### src/hdl/clws_pkg.sv
// Shared types, constants and the init byte table for the character LCD sequencer.
// No dependencies; every other file imports this package.
`timescale 1ns / 1ps

package clws_pkg;

  // Field and register widths
  localparam int TICK_W      = 20;
  localparam int SHORT_W     = 16;
  localparam int CFG_INDEX_W = 3;
  localparam int CFG_DATA_W  = 20;
  localparam int QUEUE_DEPTH = 4;

  // Register reset values
  localparam logic [SHORT_W-1:0] STROBE_RESET = 16'd50;
  localparam logic [SHORT_W-1:0] HOLD_RESET   = 16'd50;
  localparam logic [TICK_W-1:0]  POWER_RESET  = 20'd35000;
  localparam logic [SHORT_W-1:0] SHORT_RESET  = 16'd50;
  localparam logic [SHORT_W-1:0] CLEAR_RESET  = 16'd2000;

  // Register indexes on the configuration port
  localparam logic [CFG_INDEX_W-1:0] REG_STROBE = 3'd0;
  localparam logic [CFG_INDEX_W-1:0] REG_HOLD   = 3'd1;
  localparam logic [CFG_INDEX_W-1:0] REG_POWER  = 3'd2;
  localparam logic [CFG_INDEX_W-1:0] REG_SHORT  = 3'd3;
  localparam logic [CFG_INDEX_W-1:0] REG_CLEAR  = 3'd4;

  // Init sequence: last step is entry mode set, preceded by display clear
  localparam logic [1:0] INIT_LAST = 2'd3;

  // Input mode codes
  typedef enum logic [1:0] {
    OP_INSTR = 2'd0,
    OP_DATA  = 2'd1,
    OP_INIT  = 2'd2,
    OP_TICK  = 2'd3
  } op_t;

  // Sequencer phases
  typedef enum logic [4:0] {
    PH_IDLE   = 5'b00001,
    PH_STROBE = 5'b00010,
    PH_HOLD   = 5'b00100,
    PH_POWER  = 5'b01000,
    PH_PAUSE  = 5'b10000
  } phase_t;

  // Classified command as it travels through the queue
  typedef struct packed {
    logic       tick;
    logic       init;
    logic       sel;
    logic [7:0] value;
  } cmd_t;

  // One result item
  typedef struct packed {
    logic       sel;
    logic       en;
    logic [7:0] value;
    logic       busy;
    logic       rej;
  } res_t;

  // Init instruction bytes: function set, display on, clear, entry mode
  function automatic logic [7:0] init_byte(input logic [1:0] step);
    logic [7:0] b;
    case (step)
      2'd0:    b = 8'h38;
      2'd1:    b = 8'h0C;
      2'd2:    b = 8'h01;
      2'd3:    b = 8'h06;
      default: b = 8'h38;
    endcase
    return b;
  endfunction

endpackage

### src/hdl/clws_front.sv
// Front end: accepts input items and classifies the mode into a queue command.
// Depends on clws_pkg.
`timescale 1ns / 1ps

module clws_front
  import clws_pkg::*;
(
  input  logic       in_valid,
  output logic       in_stall,
  input  logic [1:0] mode,
  input  logic [7:0] byte_value,
  input  logic       queue_full,
  output logic       push,
  output cmd_t       cmd
);

  // Stall while the queue has no room
  assign in_stall = queue_full;
  assign push     = in_valid && !queue_full;

  // Classify the mode
  always_comb begin
    cmd.tick  = 1'b0;
    cmd.init  = 1'b0;
    cmd.sel   = 1'b0;
    cmd.value = byte_value;
    case (op_t'(mode))
      OP_INSTR: cmd.sel  = 1'b0;
      OP_DATA:  cmd.sel  = 1'b1;
      OP_INIT:  cmd.init = 1'b1;
      OP_TICK:  cmd.tick = 1'b1;
      default:  cmd.tick = 1'b0;
    endcase
  end

endmodule

### src/hdl/clws_queue.sv
// Short command queue between front and back ends.
// Depends on clws_pkg.
`timescale 1ns / 1ps

module clws_queue
  import clws_pkg::*;
#(
  parameter int DEPTH = QUEUE_DEPTH
) (
  input  logic clk,
  input  logic rst,
  input  logic push,
  input  cmd_t push_cmd,
  output logic full,
  input  logic pop,
  output logic not_empty,
  output cmd_t head
);

  localparam int PTR_W = (DEPTH > 1) ? $clog2(DEPTH) : 1;
  localparam int CNT_W = $clog2(DEPTH + 1);
  localparam logic [PTR_W-1:0] PTR_LAST = PTR_W'(DEPTH - 1);
  localparam logic [CNT_W-1:0] CNT_FULL = CNT_W'(DEPTH);

  cmd_t             mem [DEPTH];
  logic [PTR_W-1:0] wr_ptr;
  logic [PTR_W-1:0] rd_ptr;
  logic [CNT_W-1:0] count;

  assign full      = (count == CNT_FULL);
  assign not_empty = (count != '0);
  assign head      = mem[rd_ptr];

  // Store pushed commands
  always_ff @(posedge clk) begin
    if (push) begin
      mem[wr_ptr] <= push_cmd;
    end
  end

  // Advance pointers and track fill
  always_ff @(posedge clk) begin
    if (rst) begin
      wr_ptr <= '0;
      rd_ptr <= '0;
      count  <= '0;
    end else begin
      if (push) begin
        wr_ptr <= (wr_ptr == PTR_LAST) ? '0 : wr_ptr + 1'b1;
      end
      if (pop) begin
        rd_ptr <= (rd_ptr == PTR_LAST) ? '0 : rd_ptr + 1'b1;
      end
      if (push && !pop) begin
        count <= count + 1'b1;
      end else if (pop && !push) begin
        count <= count - 1'b1;
      end
    end
  end

endmodule

### src/hdl/clws_back.sv
// Back end: timing registers, write/init sequencer and the result register.
// Depends on clws_pkg.
`timescale 1ns / 1ps

module clws_back
  import clws_pkg::*;
(
  input  logic                   clk,
  input  logic                   rst,
  input  logic                   cfg_write,
  input  logic [CFG_INDEX_W-1:0] cfg_index,
  input  logic [CFG_DATA_W-1:0]  cfg_data,
  input  logic                   not_empty,
  input  cmd_t                   head,
  output logic                   pop,
  output logic                   out_valid,
  input  logic                   out_stall,
  output res_t                   res
);

  logic [SHORT_W-1:0] strobe_ticks;
  logic [SHORT_W-1:0] hold_ticks;
  logic [TICK_W-1:0]  power_on_ticks;
  logic [SHORT_W-1:0] short_pause_ticks;
  logic [SHORT_W-1:0] clear_pause_ticks;

  phase_t            phase, phase_next;
  logic [TICK_W-1:0] tick_count, tick_count_next;
  logic [7:0]        latched_byte, latched_byte_next;
  logic              latched_select, latched_select_next;
  logic [1:0]        init_step, init_step_next;
  logic              in_init, in_init_next;
  logic              rej_next;

  logic [TICK_W-1:0]  tc_inc;
  logic [1:0]         step_inc;
  logic [SHORT_W-1:0] pause_cur;
  logic [SHORT_W-1:0] pause_after;
  logic               busy;

  // Configuration writes
  always_ff @(posedge clk) begin
    if (rst) begin
      strobe_ticks      <= STROBE_RESET;
      hold_ticks        <= HOLD_RESET;
      power_on_ticks    <= POWER_RESET;
      short_pause_ticks <= SHORT_RESET;
      clear_pause_ticks <= CLEAR_RESET;
    end else if (cfg_write) begin
      case (cfg_index)
        REG_STROBE: strobe_ticks      <= cfg_data[SHORT_W-1:0];
        REG_HOLD:   hold_ticks        <= cfg_data[SHORT_W-1:0];
        REG_POWER:  power_on_ticks    <= cfg_data[TICK_W-1:0];
        REG_SHORT:  short_pause_ticks <= cfg_data[SHORT_W-1:0];
        REG_CLEAR:  clear_pause_ticks <= cfg_data[SHORT_W-1:0];
        default:    ;
      endcase
    end
  end

  // Take the next command when the result register is free
  assign pop = not_empty && (!out_valid || !out_stall);

  assign tc_inc      = tick_count + 1'b1;
  assign step_inc    = init_step + 1'b1;
  assign pause_cur   = (init_step == INIT_LAST) ? clear_pause_ticks : short_pause_ticks;
  assign pause_after = (step_inc == INIT_LAST) ? clear_pause_ticks : short_pause_ticks;
  assign busy        = (phase inside {PH_STROBE, PH_HOLD, PH_POWER, PH_PAUSE});

  // Sequencer step for one command
  always_comb begin
    phase_next          = phase;
    tick_count_next     = tick_count;
    latched_byte_next   = latched_byte;
    latched_select_next = latched_select;
    init_step_next      = init_step;
    in_init_next        = in_init;
    rej_next            = 1'b0;
    if (head.tick) begin
      case (phase)
        PH_IDLE: ;
        PH_STROBE: begin
          tick_count_next = tc_inc;
          if (tc_inc >= TICK_W'(strobe_ticks)) begin
            phase_next      = PH_HOLD;
            tick_count_next = '0;
          end
        end
        PH_HOLD: begin
          tick_count_next = tc_inc;
          if (tc_inc >= TICK_W'(hold_ticks)) begin
            tick_count_next = '0;
            if (!in_init || init_step == INIT_LAST) begin
              phase_next     = PH_IDLE;
              in_init_next   = 1'b0;
              init_step_next = '0;
            end else begin
              init_step_next = step_inc;
              if (pause_after == '0) begin
                phase_next          = PH_STROBE;
                latched_select_next = 1'b0;
                latched_byte_next   = init_byte(step_inc);
              end else begin
                phase_next = PH_PAUSE;
              end
            end
          end
        end
        PH_POWER: begin
          tick_count_next = tc_inc;
          if (tc_inc >= power_on_ticks) begin
            phase_next          = PH_STROBE;
            tick_count_next     = '0;
            latched_select_next = 1'b0;
            latched_byte_next   = init_byte(init_step);
          end
        end
        PH_PAUSE: begin
          tick_count_next = tc_inc;
          if (tc_inc >= TICK_W'(pause_cur)) begin
            phase_next          = PH_STROBE;
            tick_count_next     = '0;
            latched_select_next = 1'b0;
            latched_byte_next   = init_byte(init_step);
          end
        end
        default: phase_next = PH_IDLE;
      endcase
    end else if (busy) begin
      rej_next = 1'b1;
    end else if (head.init) begin
      in_init_next    = 1'b1;
      init_step_next  = '0;
      phase_next      = PH_POWER;
      tick_count_next = '0;
    end else begin
      in_init_next        = 1'b0;
      latched_select_next = head.sel;
      latched_byte_next   = head.value;
      phase_next          = PH_STROBE;
      tick_count_next     = '0;
    end
  end

  // Sequencer state
  always_ff @(posedge clk) begin
    if (rst) begin
      phase          <= PH_IDLE;
      tick_count     <= '0;
      latched_byte   <= '0;
      latched_select <= 1'b0;
      init_step      <= '0;
      in_init        <= 1'b0;
    end else if (pop) begin
      phase          <= phase_next;
      tick_count     <= tick_count_next;
      latched_byte   <= latched_byte_next;
      latched_select <= latched_select_next;
      init_step      <= init_step_next;
      in_init        <= in_init_next;
    end
  end

  // Result register valid
  always_ff @(posedge clk) begin
    if (rst) begin
      out_valid <= 1'b0;
    end else if (pop) begin
      out_valid <= 1'b1;
    end else if (!out_stall) begin
      out_valid <= 1'b0;
    end
  end

  // Result payload, held while stalled
  always_ff @(posedge clk) begin
    if (pop) begin
      res.sel   <= latched_select_next;
      res.en    <= (phase_next == PH_STROBE);
      res.value <= latched_byte_next;
      res.busy  <= (phase_next != PH_IDLE);
      res.rej   <= rej_next;
    end
  end

endmodule

### src/hdl/char_lcd_write_sequencer_top.sv
// Top level of the character LCD write sequencer: front end, command queue, back end.
// Depends on clws_pkg, clws_front, clws_queue and clws_back.
`timescale 1ns / 1ps

// Drives an 8-bit parallel character LCD from a stream of items (instruction
// write, data write, start init, tick). Every item gives exactly one result
// with the RS, R/W, E and D0-D7 levels after the item, plus busy and
// rejected. One item is accepted per clock when the queue has room; each
// item passes through the command queue and then the result register
// before its result appears. The sequencer step for each item is
// combinational, so a steady stream of items with no output stall runs at
// one item per clock. Timing registers are written through the cfg port and
// take effect for the next item.

module char_lcd_write_sequencer_top
  import clws_pkg::*;
#(
  parameter int QUEUE_DEPTH_P = QUEUE_DEPTH
) (
  input  logic                   clk,
  input  logic                   rst,
  input  logic                   cfg_write,
  input  logic [CFG_INDEX_W-1:0] cfg_index,
  input  logic [CFG_DATA_W-1:0]  cfg_data,
  input  logic                   in_valid,
  output logic                   in_stall,
  input  logic [1:0]             mode,
  input  logic [7:0]             byte_value,
  output logic                   out_valid,
  input  logic                   out_stall,
  output logic                   reg_select,
  output logic                   read_not_write,
  output logic                   enable_pin,
  output logic [7:0]             data_bus,
  output logic                   busy_res,
  output logic                   rejected
);

  logic queue_full;
  logic push;
  logic pop;
  logic not_empty;
  cmd_t push_cmd;
  cmd_t head;
  res_t res;

  clws_front u_front (
    .in_valid   (in_valid),
    .in_stall   (in_stall),
    .mode       (mode),
    .byte_value (byte_value),
    .queue_full (queue_full),
    .push       (push),
    .cmd        (push_cmd)
  );

  clws_queue #(
    .DEPTH (QUEUE_DEPTH_P)
  ) u_queue (
    .clk       (clk),
    .rst       (rst),
    .push      (push),
    .push_cmd  (push_cmd),
    .full      (queue_full),
    .pop       (pop),
    .not_empty (not_empty),
    .head      (head)
  );

  clws_back u_back (
    .clk       (clk),
    .rst       (rst),
    .cfg_write (cfg_write),
    .cfg_index (cfg_index),
    .cfg_data  (cfg_data),
    .not_empty (not_empty),
    .head      (head),
    .pop       (pop),
    .out_valid (out_valid),
    .out_stall (out_stall),
    .res       (res)
  );

  // Drive the pins from the result register
  assign reg_select     = res.sel;
  assign read_not_write = 1'b0;
  assign enable_pin     = res.en;
  assign data_bus       = res.value;
  assign busy_res       = res.busy;
  assign rejected       = res.rej;

endmodule

### config.mk
export PLATFORM = sky130hd
export DESIGN_NAME = char_lcd_write_sequencer_top
export DESIGN_NICKNAME = d
export VERILOG_FILES = /design/src/hdl/clws_pkg.sv /design/src/hdl/clws_front.sv /design/src/hdl/clws_queue.sv /design/src/hdl/clws_back.sv /design/src/hdl/char_lcd_write_sequencer_top.sv
export SDC_FILE = /design/constraint.sdc
export NUM_CORES = 1
export LEC_CHECK = 0
export BUFFER_PORTS_ARGS = -buffer_cell sky130_fd_sc_hd__buf_2
export CORE_ASPECT_RATIO = 0.5
export CORE_MARGIN = 2
export CORE_UTILIZATION = 38
export DETAILED_ROUTE_END_ITERATION = 12
export GPL_ROUTABILITY_DRIVEN = 0
export SLEW_MARGIN = 40
export SYNTH_ARGS = -nofsm -noshare
export SYNTH_HDL_FRONTEND = slang
export SYNTH_HIERARCHICAL = 1
export SYNTH_SLANG_ARGS = --single-unit
### constraint.sdc
create_clock -name clk -period 4.55 [get_ports clk]
set_clock_uncertainty 0.1 [all_clocks]
set_input_delay 0.455 -clock clk [delete_from_list [all_inputs] [get_ports clk]]
set_output_delay 0.455 -clock clk [all_outputs]
set_load 0.05 [all_outputs]
### Word-level counts from Yosys, hierarchy flattened

Memory sizes are Yosys's and may differ from the RTL's. A register that Yosys moved wholly into a read port is not among the register bits.
Index checks and enable logic that the tools add are counted.

| word-level totals | value |
|---|---|
| bits in registers | 141 |
| memory bits (writable) | 44 |
| memories | 1 |

| cells by class | value |
|---|---|
| add/sub/neg operators | 6 |
| order comparisons | 4 |
| eq/ne operators | 29 |
| multiplexer cells | 65 |
| reductions and logical operators | 28 |

Memories:

| memory | depth | width | read ports | clocked after Yosys merged registers in | wr ports | RTL line | source |
|---|---|---|---|---|---|---|---|
| u_queue.mem | 4 | 11 | 1 | 1 | 1 | clws_queue.sv:25 | `cmd_t mem [DEPTH];` |

Operators by type and width:

| cell | number |
|---|---|
| 20-bit two-way mux | 6 |
| 20-bit one-hot mux with 4 select lines | 1 |
| 8-bit two-way mux | 8 |
| 8-bit one-hot mux with 4 select lines | 2 |
| 20-bit by 16-bit greater-or-equal comparator with 1-bit output | 3 |
| 5-bit two-way mux | 8 |
| 16-bit two-way mux | 2 |
| 5-bit one-hot mux with 5 select lines | 1 |
| 8-bit one-hot mux with 3 select lines | 1 |
| 1-bit two-way mux | 22 |
| 20-bit by 1-bit adder with 20-bit output, second input constant | 1 |
| 20-bit greater-or-equal comparator | 1 |
| 2-bit two-way mux | 10 |
| 2-bit equality test, second input constant | 8 |
| 16-bit logical NOT | 1 |
| 5-bit by 2-bit equality test with 1-bit output, second input constant | 2 |
| 5-bit by 1-bit inequality test with 1-bit output, second input constant | 2 |
| 2-bit AND reduction | 5 |
| 5-bit AND reduction | 2 |
| 2-bit by 1-bit inequality test with 1-bit output, second input constant | 4 |
| 2-bit by 1-bit adder with 2-bit output, second input constant | 3 |
| 2-bit by 1-bit equality test with 1-bit output, second input constant | 3 |
| 3-bit by 2-bit equality test with 1-bit output, second input constant | 2 |
| 3-bit equality test, second input constant | 2 |
| other kinds (20) | 32 |

### Logic depth before layout (Yosys ltp)

| depth | value |
|---|---|
| depth after elaboration | 10 |
| mapped depth | 17 |
| depth with buffers taken out | 15 |

### Hierarchy

The synthesis kept the hierarchy.

By module, submodules not included:

| module | times used | cells each | area each (µm²) | seq. area each (µm²) |
|---|---|---|---|---|
| clws_back | 1 | 963 | 7676.1 | 2802.7 |
| clws_queue | 1 | 101 | 2030.7 | 1501.4 |
| clws_front | 1 | 13 | 96.3 | 0.0 |
| char_lcd_write_sequencer_top | 1 | 2 | 11.3 | 0.0 |

### Least setup slack after synthesis

No wires, ideal clock.

| path | value |
|---|---|
| path kind | reg-to-reg |
| from | reg u_back.init_step[0] |
| to | reg u_back/res[7] (netlist name) |
| setup time | 0.273 ns |
| data arrival time | 3.843 ns |
| path slack | 0.334 ns |
| stages on the path, launching flop included | 15 |
| clock period less this slack | 4.216 ns |
| cell sequence | dfxtp_1 ha_1 clkbuf_1 clkbuf_1 mux2i_1 ha_1 o2111ai_1 or4_1 o31a_1 nand3_1 a22oi_2 or4b_1 buf_2 o21ai_0 a31oi_1 |

| between the ends | value |
|---|---|
| cells in the longest elaborated chain, start to end | 9 |
| elaborated cells between the ends (all ways) | 23 |
| those cells by class | add/sub (1); order compare (1); eq/ne (6); mux (11); reduce/logical (4) |

Ends and longest elaborated chain:

| what | RTL line | source |
|---|---|---|
| from (decl) | clws_back.sv:31 | `logic [1:0] init_step, init_step_next;` |
| from (signal assigned) | clws_back.sv:159 | `init_step <= init_step_next;` |
| 2-bit by 1-bit adder with 2-bit output | clws_back.sv:65 | `assign step_inc = init_step + 1'b1;` |
| 2-bit equality test | clws_pkg.sv:68, clws_back.sv:67 |  |
| 16-bit two-way mux | clws_back.sv:67 | `assign pause_after = (step_inc == INIT_LAST) ? clear_pause_ticks : short_pause_ticks;` |
| 16-bit logical NOT | clws_back.sv:99 | `if (pause_after == '0) begin` |
| 8-bit two-way mux | clws_back.sv:99 |  |
| 8-bit two-way mux | clws_back.sv:93 | `if (!in_init \|\| init_step == INIT_LAST) begin` |
| 8-bit two-way mux | clws_back.sv:91 | `if (tc_inc >= TICK_W'(hold_ticks)) begin` |
| 8-bit one-hot mux with 3 select lines * | clws_back.sv:80 | `case (phase)` |
| 8-bit two-way mux * | clws_back.sv:79 | `if (head.tick) begin` |
| named net u_back.latched_byte_next[5] | clws_back.sv:29 | `logic [7:0] latched_byte, latched_byte_next;` |

The timed path passes the listed nets; every way through them passes the cells marked *. The select of a mux whose other input is x is not followed.
A chain may end at the register's enable or synchronous reset.

### Worst setup path in the final report

| path | value |
|---|---|
| from | reg u_back.tick_count[0] |
| to | reg u_back/res[7] (netlist name) |

| between the ends | value |
|---|---|
| cells in the longest elaborated chain, start to end | 5 |
| elaborated cells between the ends (all ways) | 9 |
| those cells by class | add/sub (1); order compare (3); mux (5) |

Ends and longest elaborated chain:

| what | RTL line | source |
|---|---|---|
| from (decl) | clws_back.sv:28 | `logic [TICK_W-1:0] tick_count, tick_count_next;` |
| from (signal assigned) | clws_back.sv:156 | `tick_count <= tick_count_next;` |
| 20-bit by 1-bit adder with 20-bit output * | clws_back.sv:64 | `assign tc_inc = tick_count + 1'b1;` |
| 20-bit by 16-bit greater-or-equal comparator with 1-bit output, or another cell as far along | clws_back.sv:120 | `if (tc_inc >= TICK_W'(pause_cur)) begin` |
| 8-bit two-way mux, on equally long branches | clws_back.sv:120, clws_back.sv:91, clws_back.sv:111 |  |
| 8-bit one-hot mux with 3 select lines * | clws_back.sv:80 |  |
| 8-bit two-way mux * | clws_back.sv:79 |  |
| named net u_back.latched_byte_next[5] | clws_back.sv:29 |  |

The timed path passes the listed nets; every way through them passes the cells marked *.

==> impl_metrics.xml <==
<?xml version="1.0" encoding="UTF-8"?>
<metrics>
  <group name="run_status">
    <metric name="run_status" unit="">completed</metric>
  </group>
  <group name="power_and_ir_drop">
    <metric name="ir_drop" unit="mV">0.2785</metric>
    <metric name="switching_power" unit="mW">1.803</metric>
    <metric name="clock_power_share" unit="%">29.4</metric>
    <metric name="share_comb_of_total_power" unit="%">28.6</metric>
    <metric name="power.share.switching" unit="%">36.38</metric>
    <metric name="power_frac_seq" unit="%">42.0</metric>
    <metric name="pwr_per_cell_area" unit="mW/mm^2">449.2</metric>
    <metric name="power_leakage" unit="nW">4.341</metric>
    <metric name="p_int" unit="mW">3.153</metric>
  </group>
  <group name="sta">
    <metric name="rsz0062_at_grt" unit="">no</metric>
    <metric name="slew_violations" unit="">0</metric>
    <metric name="setup_viol_count_final" unit="">0</metric>
    <metric name="fin_ws" unit="ns">0.2217</metric>
    <metric name="final_period_minus_worst_setup_slack" unit="ns">4.328</metric>
    <metric name="final.period_utilization" unit="%">95.13</metric>
    <metric name="maxSlewHeadroom" unit="%">43.85</metric>
    <metric name="worst_hold_margin" unit="ns">0.1266</metric>
    <metric name="worst_pin_slew" unit="ns">0.8422</metric>
    <metric name="report.final.hold_viol_count" unit="">0</metric>
    <metric name="finalSetupTns" unit="ns">0</metric>
    <metric name="fmax" unit="MHz">231.0</metric>
  </group>
  <group name="flow_run">
    <metric name="maxCapViolations" unit="">0</metric>
  </group>
  <group name="logic_synthesis">
    <metric name="seq_area_frac_synth" unit="%">43.86</metric>
    <metric name="yosys.cell_count.top_type" unit="">sky130_fd_sc_hd__nand2_1</metric>
    <metric name="synth.largest_area_cell" unit="">sky130_fd_sc_hd__dfxtp_1</metric>
    <metric name="synthesis.area_per_instance" unit="um^2">9.096</metric>
    <metric name="synth-seq-cells" unit="">187</metric>
    <metric name="synth_top_family_by_area" unit="">simple AND/OR/NAND/NOR gates</metric>
    <metric name="yosys-mux-area-fraction" unit="%">4.717</metric>
    <metric name="yosysUniqueCellTypes" unit="">77</metric>
    <metric name="number_of_nets_produced_by_synthesis" unit="">1199</metric>
    <metric name="synthesized_area_fraction_occupied_by_and_or_nand_nor_cells" unit="%">18.84</metric>
    <metric name="synth_flop_cell" unit="">sky130_fd_sc_hd__dfxtp_1</metric>
    <metric name="synth.cell_area" unit="mm^2">0.009814</metric>
    <metric name="compound_gate_portion_of_the_synthesized_area" unit="%">15.55</metric>
    <metric name="post-synth-top-area-fraction" unit="%">26.72</metric>
    <metric name="synth-adder-area-share" unit="%">10.53</metric>
    <metric name="ys_async_sr_fraction" unit="%">0</metric>
    <metric name="post_synth_main_area_contributors" unit="">sky130_fd_sc_hd__dfxtp_1 (27%), sky130_fd_sc_hd__edfxtp_1 (17%), sky130_fd_sc_hd__ha_1 (10%), sky130_fd_sc_hd__nand2_1 (7.7%), sky130_fd_sc_hd__a21oi_1 (5.3%)</metric>
    <metric name="synthCells" unit="">1079</metric>
    <metric name="yosysWarningCount" unit="">6</metric>
    <metric name="post_synth_xor_area_fraction" unit="%">1.339</metric>
    <metric name="synth.top_cells.by_count" unit="">sky130_fd_sc_hd__nand2_1 (202), sky130_fd_sc_hd__dfxtp_1 (131), sky130_fd_sc_hd__a21oi_1 (104)</metric>
    <metric name="number_of_enable_flip_flop_cells_after_synthesis" unit="">56</metric>
  </group>
  <group name="cts">
    <metric name="cts_tree" unit="">built</metric>
    <metric name="hold_bufs_inserted_after_cts" unit="">0</metric>
    <metric name="cts_num_sinks" unit="">187</metric>
    <metric name="ctsResizeCount" unit="">0</metric>
    <metric name="cts_post_setup_buffers_inserted" unit="">0</metric>
    <metric name="number_of_levels_in_the_clock_h_tree" unit="">4</metric>
    <metric name="worstSkewPairLatency" unit="ns">0.44</metric>
    <metric name="cts.clk_slew.worst_paths" unit="ns">0.08</metric>
    <metric name="clock-root-buffer" unit="">sky130_fd_sc_hd__clkbuf_16</metric>
    <metric name="cts-buffers-inserted" unit="">17</metric>
    <metric name="clockBufferDepth" unit="">2</metric>
  </group>
  <group name="global_route">
    <metric name="grt_pass1_vias" unit="">7662</metric>
    <metric name="grt_max_degree" unit="">62</metric>
    <metric name="globalRouteOverflowTotal" unit="">0</metric>
    <metric name="grt_util_overall" unit="%">19.00</metric>
    <metric name="antenna_found_initial" unit="">0</metric>
    <metric name="global_route_wire_length_before_repair" unit="um">40490</metric>
  </group>
  <group name="setup_path">
    <metric name="crit_fanout" unit="">7</metric>
    <metric name="crit_arrival" unit="ns">4.40</metric>
    <metric name="worst_ep_required_time" unit="ns">4.63</metric>
    <metric name="setup.worst_path.start_class" unit="">register</metric>
    <metric name="crit_type" unit="">register to register</metric>
    <metric name="timing.reg2reg.worst_path_depth" unit="">14</metric>
    <metric name="critPathCapture" unit="">u_back/res[7]$_DFFE_PP_</metric>
    <metric name="crit_start" unit="">u_back/tick_count[0]$_SDFFE_PP0P_</metric>
    <metric name="end_kind" unit="">register</metric>
    <metric name="reg2reg_to" unit="">u_back/res[7]$_DFFE_PP_</metric>
    <metric name="worstReg2RegStart" unit="">u_back/tick_count[0]$_SDFFE_PP0P_</metric>
    <metric name="worst-r2r-setup-slack" unit="ns">0.22</metric>
  </group>
  <group name="floorplanning">
    <metric name="die_area" unit="mm^2">0.02721</metric>
    <metric name="boundaryPins" unit="">53</metric>
    <metric name="horizontal_extent_of_the_die" unit="um">231.3</metric>
    <metric name="start_util" unit="%">38.81</metric>
    <metric name="die_height" unit="um">117.6</metric>
    <metric name="fp.coreArea" unit="mm^2">0.02529</metric>
    <metric name="std_cell_rows" unit="">41</metric>
  </group>
  <group name="detailed_routing">
    <metric name="vias" unit="">7993</metric>
    <metric name="vias_per_cell" unit="">5.412</metric>
    <metric name="dr.pass1.iters" unit="">5</metric>
    <metric name="detail_route.drc_violations" unit="">0</metric>
    <metric name="detail-route-antenna-nets" unit="">0</metric>
    <metric name="initialDrtViolationCount" unit="">628</metric>
    <metric name="top_layer_used" unit="">met4</metric>
    <metric name="finalWirelength" unit="um">25140</metric>
    <metric name="wire_per_inst" unit="um">17.02</metric>
    <metric name="met3_length" unit="um">1198</metric>
    <metric name="met2WireLength" unit="um">11800</metric>
    <metric name="met1Wirelength" unit="um">11770</metric>
  </group>
  <group name="placement">
    <metric name="dp_slack" unit="ns">0.1045</metric>
    <metric name="placement.io_buffers" unit="">51</metric>
    <metric name="dp_hpwl" unit="um">18300</metric>
  </group>
  <group name="layout">
    <metric name="drive_above_1_share" unit="%">12.80</metric>
    <metric name="layout.area.seq" unit="mm^2">0.004305</metric>
    <metric name="antenna_diode_instance_count" unit="">0</metric>
    <metric name="n_fill_cell" unit="">2464</metric>
    <metric name="num-nets-final" unit="">1240</metric>
    <metric name="multi_input_comb_area" unit="mm^2">0.005022</metric>
    <metric name="area_growth" unit="%">12.40</metric>
  </group>
  <group name="hold_path">
    <metric name="worst_hold_path_type" unit="">input pin to register</metric>
  </group>
</metrics>
==> sequential cells by signal, summed over array words and instances, names as in the netlist, 8 cells and up, named ones only <==
signal	flops
u_queue/mem	44
u_back/power_on_ticks	20
u_back/tick_count	20
u_back/clear_pause_ticks	16
u_back/hold_ticks	16
u_back/short_pause_ticks	16
u_back/strobe_ticks	16
u_back/res	12
u_back/latched_byte	8
==> metrics by stage <==
step	cells	util, %	cell area, um^2	total power [mW]
global placement	1445	41.32	10450	3.488
global route	1477	43.62	11030	5.222
finish	1477	43.62	11030	4.955
detailed placement	1445	41.33	10450	3.527
floorplan	1079	-	9814	3.138
CTS	1477	43.56	11020	4.990
==> worst min path at each step <==
stage / slack, ns / from / depth (start not counted) / endpoint
after global routing: 0.11 / byte_value[0] / 1 / u_queue/mem[0][0]$_DFFE_PP_
after floorplan: 0.34 / u_back/hold_ticks[10]$_SDFFE_PP0P_ / 2 / u_back/hold_ticks[10]$_SDFFE_PP0P_
after detailed placement: 0.35 / u_back/power_on_ticks[12]$_SDFFE_PP0P_ / 2 / u_back/power_on_ticks[12]$_SDFFE_PP0P_
after CTS: 0.10 / byte_value[0] / 1 / u_queue/mem[0][0]$_DFFE_PP_
final: 0.13 / byte_value[0] / 1 / u_queue/mem[0][0]$_DFFE_PP_
after global placement: 0.35 / u_back/hold_ticks[10]$_SDFFE_PP0P_ / 2 / u_back/hold_ticks[10]$_SDFFE_PP0P_
==> final cells by class <==
class | count | area share (%)
multi-input combinational | 773 | 45.53
inverter | 63 | 2.144
timing repair buffer | 78 | 4.287
tap | 344 | 3.902
clock buffer | 18 | 3.890
clock inverter | 14 | 1.225
sequential | 187 | 39.03
==> placed cells by master (no fill, tap or decap), drive strengths merged, types with 6 or more instances in the layout <==
master | Yosys | routed
a211oi | 8 | 8
a21o | 9 | 9
a21oi | 105 | 105
a22oi | 16 | 16
and2 | 13 | 13
and3 | 10 | 10
buf | 17 | 78
clkbuf | 39 | 18
dfxtp | 131 | 131
edfxtp | 56 | 56
ha | 81 | 81
inv | 62 | 72
mux2i | 20 | 20
mux4 | 11 | 11
nand2 | 202 | 202
nand3 | 28 | 28
nand4 | 17 | 17
nor2 | 71 | 71
nor2b | 12 | 12
nor3 | 9 | 9
nor4 | 9 | 9
o211ai | 15 | 15
o21a | 6 | 6
o21ai | 37 | 37
or2 | 9 | 9
xnor2 | 6 | 6
xor2 | 9 | 9
==> worst max-delay path, cell delays in order (launching register included) <==
cell	delay, ns
sky130_fd_sc_hd__dfxtp_2	0.42
sky130_fd_sc_hd__ha_1	0.20
sky130_fd_sc_hd__and2_1	0.23
sky130_fd_sc_hd__nand3_1	0.18
sky130_fd_sc_hd__nor2_1	0.15
sky130_fd_sc_hd__xor2_1	0.33
sky130_fd_sc_hd__ha_1	0.23
sky130_fd_sc_hd__o2111ai_1	0.16
sky130_fd_sc_hd__or4_1	0.55
sky130_fd_sc_hd__o31a_1	0.28
sky130_fd_sc_hd__nand3_1	0.10
sky130_fd_sc_hd__a22oi_2	0.08
sky130_fd_sc_hd__or4b_1	0.67
sky130_fd_sc_hd__o21ai_0	0.29
sky130_fd_sc_hd__a31oi_1	0.12
==> metal layers <==
metal,track usage (%),up-vias
met5,0,-
met2,31.04,181
li1,-,3898
met1,25.52,3888
met4,5.726,0
met3,3.561,26
==> kinds of logic after synthesis <==
| group | count (synthesis) |
|---|---|
| compound gates | 238 |
| simple gates | 405 |
| other cells | 1 |
| fa+ha+maj | 82 |
| flops | 187 |
| buf+inv | 119 |
| xor+xnor | 15 |
| mux | 32 |
==> power groups by stage <==
stage	Sequential [mW]	Combinational, mW	Clock (mW)
CTS	2.08	1.41	1.49
global route	2.11	1.55	1.57
finish	2.08	1.42	1.46
floorplan	2.26	0.874	0
detailed placement	2.12	1.41	0
global placement	2.11	1.38	0
Note: power is estimated with default switching activity, not from simulation.
